### src/rtc_pkg.sv
// Shared types, codes and reset values for the reaction timer controller.
package rtc_pkg;

  localparam int unsigned CfgWidth   = 16;
  localparam int unsigned DelayWidth = 24;
  localparam int unsigned TickWidth  = 16;
  localparam int unsigned LedOutW    = 4;
  localparam int unsigned DefLedCount = 4;

  localparam logic [CfgWidth-1:0] IdlePeriodReset   = 16'd400;
  localparam logic [CfgWidth-1:0] TicksPerSecReset  = 16'd4000;
  localparam logic [CfgWidth-1:0] ResponseLimReset  = 16'd40000;

  // Register indexes on the configuration port.
  localparam logic [1:0] REG_IDLE_PERIOD    = 2'd0;
  localparam logic [1:0] REG_TICKS_PER_SEC  = 2'd1;
  localparam logic [1:0] REG_RESPONSE_LIMIT = 2'd2;

  // Item kinds.
  localparam logic [1:0] KIND_TICK  = 2'd0;
  localparam logic [1:0] KIND_START = 2'd1;
  localparam logic [1:0] KIND_ACK   = 2'd2;

  typedef enum logic [2:0] {
    PH_IDLE    = 3'd0,
    PH_ARMED   = 3'd1,
    PH_WAIT    = 3'd2,
    PH_RUN     = 3'd3,
    PH_TIMEOUT = 3'd4,
    PH_ERROR   = 3'd5,
    PH_DONE    = 3'd6
  } phase_t;

  typedef struct packed {
    logic [CfgWidth-1:0] idle_period;
    logic [CfgWidth-1:0] ticks_per_second;
    logic [CfgWidth-1:0] response_limit;
  } cfg_t;

  typedef struct packed {
    logic [LedOutW-1:0]   led_value;
    logic                 led_written;
    logic [2:0]           phase_code;
    logic [TickWidth-1:0] response_ticks;
  } result_t;

endpackage

### src/rtc_cfg_regs.sv
// Configuration register file of the reaction timer controller.
module rtc_cfg_regs (
  input  logic                         clk,
  input  logic                         rst,
  input  logic                         cfg_write,
  input  logic [1:0]                   cfg_index,
  input  logic [rtc_pkg::CfgWidth-1:0] cfg_data,
  output rtc_pkg::cfg_t                cfg
);
  import rtc_pkg::*;

  always_ff @(posedge clk) begin
    if (rst) begin
      cfg.idle_period      <= IdlePeriodReset;
      cfg.ticks_per_second <= TicksPerSecReset;
      cfg.response_limit   <= ResponseLimReset;
    end else if (cfg_write) begin
      case (cfg_index)
        REG_IDLE_PERIOD:    cfg.idle_period      <= cfg_data;
        REG_TICKS_PER_SEC:  cfg.ticks_per_second <= cfg_data;
        REG_RESPONSE_LIMIT: cfg.response_limit   <= cfg_data;
        default: begin
        end
      endcase
    end
  end

endmodule

### src/rtc_step.sv
// Trial state and the single-pass update applied to each item.
module rtc_step #(
  parameter int unsigned LED_COUNT = rtc_pkg::DefLedCount
) (
  input  logic                 clk,
  input  logic                 rst,
  input  logic                 fire,
  input  logic [1:0]           kind,
  input  logic [7:0]           delay_seconds,
  input  logic                 button,
  input  rtc_pkg::cfg_t        cfg,
  output rtc_pkg::result_t     result
);
  import rtc_pkg::*;

  localparam int unsigned LedW = (LED_COUNT > LedOutW) ? LED_COUNT : LedOutW;

  phase_t                 phase, phase_next;
  logic [CfgWidth-1:0]    idle_ticks, idle_ticks_next;
  logic [LED_COUNT-1:0]   idle_pattern, idle_pattern_next;
  logic [DelayWidth-1:0]  delay_ticks, delay_ticks_next;
  logic [DelayWidth-1:0]  delay_target, delay_target_next;
  logic [TickWidth-1:0]   reaction_ticks, reaction_ticks_next;
  logic [LED_COUNT-1:0]   led_register, led_register_next;
  logic                   written;

  logic [LED_COUNT-1:0]   pattern_now;
  logic [DelayWidth-1:0]  delay_inc;
  logic [TickWidth-1:0]   reaction_inc;
  logic [DelayWidth-1:0]  product;
  logic [LedW-1:0]        led_ext;

  // A cleared pattern restarts from the first LED.
  assign pattern_now  = (idle_pattern == '0) ? LED_COUNT'(1) : idle_pattern;
  assign delay_inc    = (delay_ticks != '1) ? DelayWidth'(delay_ticks + 1'b1) : delay_ticks;
  assign reaction_inc = (reaction_ticks != '1) ? TickWidth'(reaction_ticks + 1'b1)
                                                : reaction_ticks;
  assign product      = DelayWidth'(delay_seconds) * DelayWidth'(cfg.ticks_per_second);

  always_comb begin
    phase_next          = phase;
    idle_ticks_next     = idle_ticks;
    idle_pattern_next   = idle_pattern;
    delay_ticks_next    = delay_ticks;
    delay_target_next   = delay_target;
    reaction_ticks_next = reaction_ticks;
    led_register_next   = led_register;
    written             = 1'b0;
    case (kind)
      KIND_TICK: begin
        case (phase)
          PH_IDLE: begin
            if (idle_ticks >= cfg.idle_period) begin
              idle_ticks_next   = '0;
              led_register_next = pattern_now;
              written           = 1'b1;
              idle_pattern_next = pattern_now << 1;
            end else begin
              idle_ticks_next = CfgWidth'(idle_ticks + 1'b1);
            end
          end
          PH_ARMED: begin
            reaction_ticks_next = '0;
            delay_ticks_next    = '0;
            led_register_next   = '0;
            written             = 1'b1;
            phase_next          = PH_WAIT;
          end
          PH_WAIT: begin
            delay_ticks_next = delay_inc;
            if (delay_inc >= delay_target) begin
              led_register_next = '1;
              written           = 1'b1;
              phase_next        = PH_RUN;
            end else if (button) begin
              phase_next = PH_ERROR;
            end
          end
          PH_RUN: begin
            reaction_ticks_next = reaction_inc;
            if (button) begin
              phase_next        = PH_DONE;
              led_register_next = '0;
              written           = 1'b1;
            end else if (reaction_inc >= cfg.response_limit) begin
              phase_next        = PH_TIMEOUT;
              led_register_next = '0;
              written           = 1'b1;
            end
          end
          PH_TIMEOUT, PH_ERROR: begin
          end
          default: phase_next = PH_IDLE;
        endcase
      end
      KIND_START: begin
        if (phase == PH_IDLE || phase == PH_DONE) begin
          delay_target_next = product;
          phase_next        = PH_ARMED;
        end
      end
      KIND_ACK: begin
        if (phase == PH_TIMEOUT || phase == PH_ERROR) begin
          phase_next = PH_IDLE;
        end
      end
      default: begin
      end
    endcase
  end

  always_ff @(posedge clk) begin
    if (rst) begin
      phase          <= PH_IDLE;
      idle_ticks     <= '0;
      idle_pattern   <= '0;
      delay_ticks    <= '0;
      delay_target   <= '0;
      reaction_ticks <= '0;
      led_register   <= '0;
    end else if (fire) begin
      phase          <= phase_next;
      idle_ticks     <= idle_ticks_next;
      idle_pattern   <= idle_pattern_next;
      delay_ticks    <= delay_ticks_next;
      delay_target   <= delay_target_next;
      reaction_ticks <= reaction_ticks_next;
      led_register   <= led_register_next;
    end
  end

  assign led_ext               = LedW'(led_register_next);
  assign result.led_value      = led_ext[LedOutW-1:0];
  assign result.led_written    = written;
  assign result.phase_code     = phase_next;
  assign result.response_ticks = reaction_ticks_next;

endmodule

### src/reaction_timer_controller_unit.sv
// Top level of the reaction timer controller: input and result registers around the step logic.
//
// Items arrive on a valid/ready input channel: a tick (with the button level),
// a start (with the pre-delay in seconds) or an acknowledge. Every accepted
// item yields exactly one result beat on the valid/ready output channel with
// the LED pattern, whether the LEDs were written, the phase and the response
// tick count as they stand after that item.
// An accepted item is held in an input register; whenever the result register
// is free to load, the step logic updates the trial state from it and loads the
// result register with the new result. One item is taken per cycle for as long
// as the result register drains every cycle; the pre-delay product is the
// longest path, one 8 by 16 bit multiply.
// When the receiver stalls, the result register holds its beat, the input
// register fills behind it and ready falls until the result is taken.
// Reset clears both stages, the trial state and sets the configuration
// registers to their defaults. The user must write configuration on the plain
// write port only while no item is in flight; the block does not enforce this.
module reaction_timer_controller_unit #(
  parameter int unsigned LED_COUNT = rtc_pkg::DefLedCount
) (
  input  logic                          clk,
  input  logic                          rst,
  input  logic                          cfg_write,
  input  logic [1:0]                    cfg_index,
  input  logic [rtc_pkg::CfgWidth-1:0]  cfg_data,
  input  logic                          in_valid,
  output logic                          in_ready,
  input  logic [1:0]                    kind,
  input  logic [7:0]                    delay_seconds,
  input  logic                          button,
  output logic                          out_valid,
  input  logic                          out_ready,
  output logic [rtc_pkg::LedOutW-1:0]   led_value,
  output logic                          led_written,
  output logic [2:0]                    phase_code,
  output logic [rtc_pkg::TickWidth-1:0] response_ticks
);
  import rtc_pkg::*;

  cfg_t       cfg;
  result_t    result;
  result_t    out_data;
  logic       hold_valid;
  logic [1:0] hold_kind;
  logic [7:0] hold_secs;
  logic       hold_button;
  logic       fire;

  // The held item is processed whenever the result register is free to load.
  assign fire     = hold_valid && (!out_valid || out_ready);
  assign in_ready = !hold_valid || fire;

  rtc_cfg_regs u_cfg (
    .clk       (clk),
    .rst       (rst),
    .cfg_write (cfg_write),
    .cfg_index (cfg_index),
    .cfg_data  (cfg_data),
    .cfg       (cfg)
  );

  rtc_step #(
    .LED_COUNT (LED_COUNT)
  ) u_step (
    .clk           (clk),
    .rst           (rst),
    .fire          (fire),
    .kind          (hold_kind),
    .delay_seconds (hold_secs),
    .button        (hold_button),
    .cfg           (cfg),
    .result        (result)
  );

  always_ff @(posedge clk) begin
    if (rst) begin
      hold_valid <= 1'b0;
      out_valid  <= 1'b0;
    end else begin
      if (in_valid && in_ready) begin
        hold_valid <= 1'b1;
      end else if (fire) begin
        hold_valid <= 1'b0;
      end
      if (fire) begin
        out_valid <= 1'b1;
      end else if (out_ready) begin
        out_valid <= 1'b0;
      end
    end
    if (in_valid && in_ready) begin
      hold_kind   <= kind;
      hold_secs   <= delay_seconds;
      hold_button <= button;
    end
    if (fire) begin
      out_data <= result;
    end
  end

  assign led_value      = out_data.led_value;
  assign led_written    = out_data.led_written;
  assign phase_code     = out_data.phase_code;
  assign response_ticks = out_data.response_ticks;

endmodule

### config.mk
export PLATFORM = sky130hd
export DESIGN_NAME = reaction_timer_controller_unit
export DESIGN_NICKNAME = d
export VERILOG_FILES = /design/src/rtc_pkg.sv /design/src/rtc_cfg_regs.sv /design/src/rtc_step.sv /design/src/reaction_timer_controller_unit.sv
export SDC_FILE = /design/constraint.sdc
export NUM_CORES = 1
export LEC_CHECK = 0
export BUFFER_PORTS_ARGS = -buffer_cell sky130_fd_sc_hd__buf_2
export CAP_MARGIN = 20
export CORE_MARGIN = 3
export CORE_UTILIZATION = 29
export CTS_BUF_LIST = sky130_fd_sc_hd__clkbuf_4
export CTS_CLUSTER_SIZE = 30
export DETAILED_ROUTE_END_ITERATION = 16
export GPL_TIMING_DRIVEN = 1
export MAX_ROUTING_LAYER = met4
export SKIP_LAST_GASP = 1
export SLEW_MARGIN = 20
export SYNTH_ARGS = -nofsm -noshare
export SYNTH_HDL_FRONTEND = slang
export SYNTH_SLANG_ARGS = --single-unit
### constraint.sdc
create_clock -name clk -period 4.7 [get_ports clk]
set_clock_uncertainty 0.1 [all_clocks]
set_input_delay 0.235 -clock clk [delete_from_list [all_inputs] [get_ports clk]]
set_output_delay 0.235 -clock clk [all_outputs]
set_load 0.02 [all_outputs]
# == Word level (Yosys, flattened, before mapping) ==
# Cells that the tools add are included.
# word_totals
reg_bits,175
# classes
n_mux,30
add_sub_neg,3
eq_ne,12
n_reduce_logical,23
magnitude_cmp,3
multipliers,1
# op_table
op,count
$mux 16,3
$pmux 24 s2,1
$add 16x1->16 const B,2
$ge 16x16->1,2
$pmux 16 s2,1
$add 24x1->24 const B,1
$ge 24x24->1,1
$mul 8x16->24,1
$mux 24,1
$mux 4,6
$ne 24x24->1 const B,1
$mux 3,6
$ne 16x16->1 const B,1
$pmux 4 s4,1
$pmux 3 s4,1
$eq 3x3->1 const B,3
$pmux 3 s3,1
$reduce_and 3->1,3
$mux 1,8
$eq 3x2->1 const B,2
$reduce_and 2->1,3
$reduce_bool 2->1,3
$eq 2x1->1 const B,2
$eq 2x2->1 const B,2
other kinds (10),16

# == Depth between registers and ports, before layout ==
# depth
word_depth,7
depth_mapped,18
ltp_nobuf,17

# == Hierarchy ==
# From an unflattened synthesis, not the netlist that was laid out.
# hier_totals
cells_unflattened,1572
area_unflattened_um2,13709.4
# modules_own_cells
mod,seq_area_each_um2,cells_per_inst,area_per_inst_um2,n_inst
rtc_step,1801.7,1337,10585.2,1
rtc_cfg_regs,960.9,190,1969.4,1
reaction_timer_controller_unit,1091.0,45,1154.9,1

# == Worst setup path before layout ==
# OpenSTA, ideal clock, no wires.
# synth_path
path_type,register -> register
from,register hold_secs[7]
to,register u_step.delay_target[20]
setup_ns,0.122
arrival_ns,4.562
path_slack_ns,-0.084
path_stages_with_launch,16
period_less_slack_ns,4.784
cell_sequence,edfxtp_1 -> clkbuf_1 -> and2_1 -> fa_1 -> fa_1 -> fa_1 -> inv_1 -> fa_1 -> inv_1 -> ha_1 -> a21oi_1 -> o22ai_1 -> a21oi_1 -> o21ai_0 -> a21bo_2 -> a221o_1
# synth_via
elab_chain_cells,1
# synth_lines
element,line,source
"start, declared",reaction_timer_controller_unit.sv:45,logic [7:0] hold_secs;
"start signal, assigned",reaction_timer_controller_unit.sv:93,hold_secs <= delay_seconds;
$mul 8x16->24,rtc_step.sv:38,assign product = DelayWidth'(delay_seconds) * DelayWidth'(cfg.ticks_per_second);
"end signal, assigned",rtc_step.sv:126,delay_target <= delay_target_next;
"end, declared",rtc_step.sv:22,"logic [DelayWidth-1:0] delay_target, delay_target_next;"
# Every way passes these cells.
# A chain may end at the register's enable or synchronous reset.

# == Worst setup path after layout ==
# layout_path
from,register hold_secs[4]
to,register u_step.delay_target[22]
# The elaborated chain is that of the path after synthesis.

==> impl_metrics.ini <==
[status]
status = finished with violations
violations = setup timing

[min_path]
whs_path_depth = 4
holdCritStartpoint = cfg_write
hold_end = u_cfg.cfg[28]$_SDFFE_PP0P_
worst_hold_path_type = in2reg

[global_route]
grt_max_degree = 89
grt_pass1_vias = 11300
track_usage_pct = 15.1
antenna_found_initial = 2
grt.overflow.total = 0
grt_pass1_wl_mm = 57.7

[sta]
fmax_mhz = 207
fin_crit_sh_pct = 103
setup_ws_ps = -136
max_slew.worst_pin.slew_ps = 1070
slew_viol_final = 0
final_hold_viol_count = 0
maxSlewHeadroom_pct = 28.6
tns_ps = -342
rsz0062_at_grt = true
layout_min_cycle_time_ps = 4840
holdWs_ps = 175
report.final.setup_viol = 4

[cts]
cts_buffers = 17
clock_latency_ps = 640
cts_tree = yes
htree_levels = 4
cts-root-buf = clkbuf_4
cts_buffer_depth = 2
clkTransAtPathRegs_ps = 170
cts.sink_count = 175

[yosys]
ys_async_sr_fraction_pct = 0
ys_types = 77
synth-edff-count = 35
ys_top_cells_by_count = 247 x nand2_1, 186 x inv_1, 140 x dfxtp_1
yosysTopAreaCell = dfxtp_1
synth.most_common_cell = nand2_1
synth-seq-cells = 175
synth-seq-area-share_pct = 28.8
synth_top_area_share_pct = 21.0
ys.flop_type = dfxtp_1
synthCells = 1612
synthTopCellsByArea = dfxtp_1 21%, fa_1 13%, ha_1 9.6%
yosysWarnings = 0
avgSynthCellArea_sq_um = 8.29
syn_area_sq_um = 13400
synth_nets = 1833

[layout]
fin_nets = 1964
fin_cells = 2357
area_delta_synth_final_pct = 18.8
design_area_sq_um = 15900
drive_gt1_share_pct = 15.9

[power_and_ir_drop]
p_leak_nw = 6.57
vdd_drop_max_v = 0.000246
p_per_area_nw_per_um2 = 313

[floorplan]
start_util_pct = 29.4
fp-row-count = 78
core_area_sq_um = 45500
die_h_um = 221
die_area_sq_um = 48700
io_pins = 60
die-width_um = 221

[setup_path]
crit_slowest_cell = fa_2
reg2reg_depth = 17
critPathMaxStageDelay_ps = 560
setup.worst_path.end_class = register
setup.worst_path.class = reg2reg
path_common_cell = fa_1
crit_fanout = 6
rrSetupSlack_ps = -140
path_buf_inv = 4
rr_startpoint = hold_secs[4]$_DFFE_PP_
cp.arrival_ps = 5230
cp_top_family = adder cells
r2r_end = u_step.delay_target[22]$_SDFFE_PP0P_
cp-start-kind = register
required_ps = 5090
crit_path_cell_trace = buf_6 -> buf_6 -> and2_4 -> fa_1 -> inv_2 -> fa_2 -> fa_1 -> fa_1 -> inv_2 -> ha_4 -> a21o_1 -> a22o_4 -> o41ai_4 -> o2111ai_1 -> o211ai_1 -> xor2_1 -> a211oi_1

[place]
dp.cells = 2273
place_area_sq_um = 14700
place.gp.congestion = 0.896
dp_hpwl_mm = 27.0
port_buffers = 59

[detailed_routing]
routed_via_density = 4.88
drtIter0Drc = 795
drt-total-wl_mm = 35.2
final_antenna_net_count = 0
drtPass1Iterations = 5
vias = 11500
drc = 0
wl_per_cell_um = 15.0

[job]
maxCapViolations = 0
==> cells in the final DEF (no fill, tap or decap), types with 19 or more instances in the layout <==
| cell type | netlist | layout |
|---|---|---|
| nand2_1 | 247 | 244 |
| inv_1 | 186 | 175 |
| dfxtp_1 | 140 | 139 |
| a21oi_1 | 118 | 114 |
| ha_1 | 103 | 91 |
| nor2_1 | 89 | 87 |
| fa_1 | 84 | 82 |
| buf_4 | 1 | 76 |
| and2_1 | 87 | 74 |
| o21ai_0 | 71 | 64 |
| buf_2 | 6 | 60 |
| nand3_1 | 47 | 46 |
| edfxtp_1 | 35 | 35 |
| dlygate4sd3_1 | 0 | 33 |
| xor2_1 | 29 | 29 |
| xnor2_1 | 28 | 28 |
| nand4_1 | 23 | 23 |
| a31oi_1 | 24 | 22 |
| nor3_1 | 19 | 19 |
==> power by group <==
part           internal, mW  switching, mW
Sequential             1.58         0.0341
Clock                 0.226          0.626
Combinational          1.18           1.32
Total                  2.99           1.98
==> layout make-up <==
| cell class | count | area [sq um] |
|---|---|---|
| fillers | 4721 | 29600 |
| multi-input cells | 1180 | 8930 |
| flip-flops and latches | 175 | 3850 |
| repair buffers | 183 | 1380 |
| well taps | 600 | 751 |
| inverters | 186 | 698 |
| clock inverters | 14 | 131 |
| clock buffers | 17 | 128 |
| diodes | 2 | 5.00 |
==> worst max path at each step <==
stage	from	endpoint	slack (ps)	depth (start not counted)
6_report	hold_secs[4]$_DFFE_PP_	u_step.delay_target[22]$_SDFFE_PP0P_	-140	17
5_1_grt	hold_secs[2]$_DFFE_PP_	u_step.delay_target[23]$_SDFFE_PP0P_	-350	18
4_1_cts	hold_secs[4]$_DFFE_PP_	u_step.delay_target[22]$_SDFFE_PP0P_	-20	16
3_5_place_dp	hold_secs[4]$_DFFE_PP_	u_step.delay_target[23]$_SDFFE_PP0P_	-260	16
3_3_place_gp	hold_secs[4]$_DFFE_PP_	u_step.delay_target[23]$_SDFFE_PP0P_	-120	16
2_1_floorplan	hold_secs[7]$_DFFE_PP_	u_step.delay_target[20]$_SDFFE_PP0P_	30	15
==> worst reg2reg max path, delay by kind of cell (launching register included) <==
| family | cells | cell delay (ps) |
|---|---|---|
| flip-flops | 1 | 540 |
| AND/OR/NAND/NOR | 1 | 130 |
| buffers and inverters | 4 | 400 |
| adder cells (fa/ha/maj) | 5 | 2220 |
| XOR/XNOR | 1 | 170 |
| AO/OA/AOI/OAI | 6 | 1150 |
==> layer usage <==
metal	track usage, %	vias up	part of all wire (%)
met5	-	-	0
met4	5.16	0	2.6
met3	2.11	44	4.1
met2	24.0	235	47
met1	19.7	5501	46
li1	-	5725	-
==> sequential cells by signal, indices dropped and copies added, names as in the netlist, 8 cells and up <==
| name | count |
|---|---|
| u_step.idle_ticks | 16 |
| u_step.delay_ticks | 24 |
| response_ticks | 16 |
| hold_secs | 8 |
| u_step.reaction_ticks | 16 |
| u_step.delay_target | 24 |
| u_cfg.cfg | 48 |
==> cell families (layout without fill, tap and decap cells) <==
family / after synthesis / count (layout) / share of synthesized area (%)
simple gates: 585 / 585 / 21.2
compound gates: 342 / 342 / 15.9
buf+inv: 257 / 400 / 7.36
fa+ha+maj: 187 / 187 / 22.2
flops: 175 / 175 / 28.8
xor+xnor: 57 / 57 / 3.74
mux: 9 / 9 / 0.730
other cells: 0 / 2 / 0
==> through the flow <==
step / utilization [%] / power (mW) / setup WS [ps]
after floorplan: - / 2.90 / 30.0
after global placement: 32.4 / 3.51 / -120
after detailed placement: 32.4 / 3.54 / -263
after CTS: 34.3 / 4.73 / -21.2
after global routing: 34.9 / 5.34 / -347
final: 34.9 / 4.97 / -136
==> repair_timing <==
action | in CTS | in global routing
cloned | 1 | 0
hold buffers | 33 | 0
endpoints found under the hold margin | 65 | 0
resized for setup | 49 | 50
endpoints found under the setup margin | 9 | 16
pin swaps | 46 | 48
setup buffers | 9 | 9
Note: power is estimated with default switching activity, not from simulation.
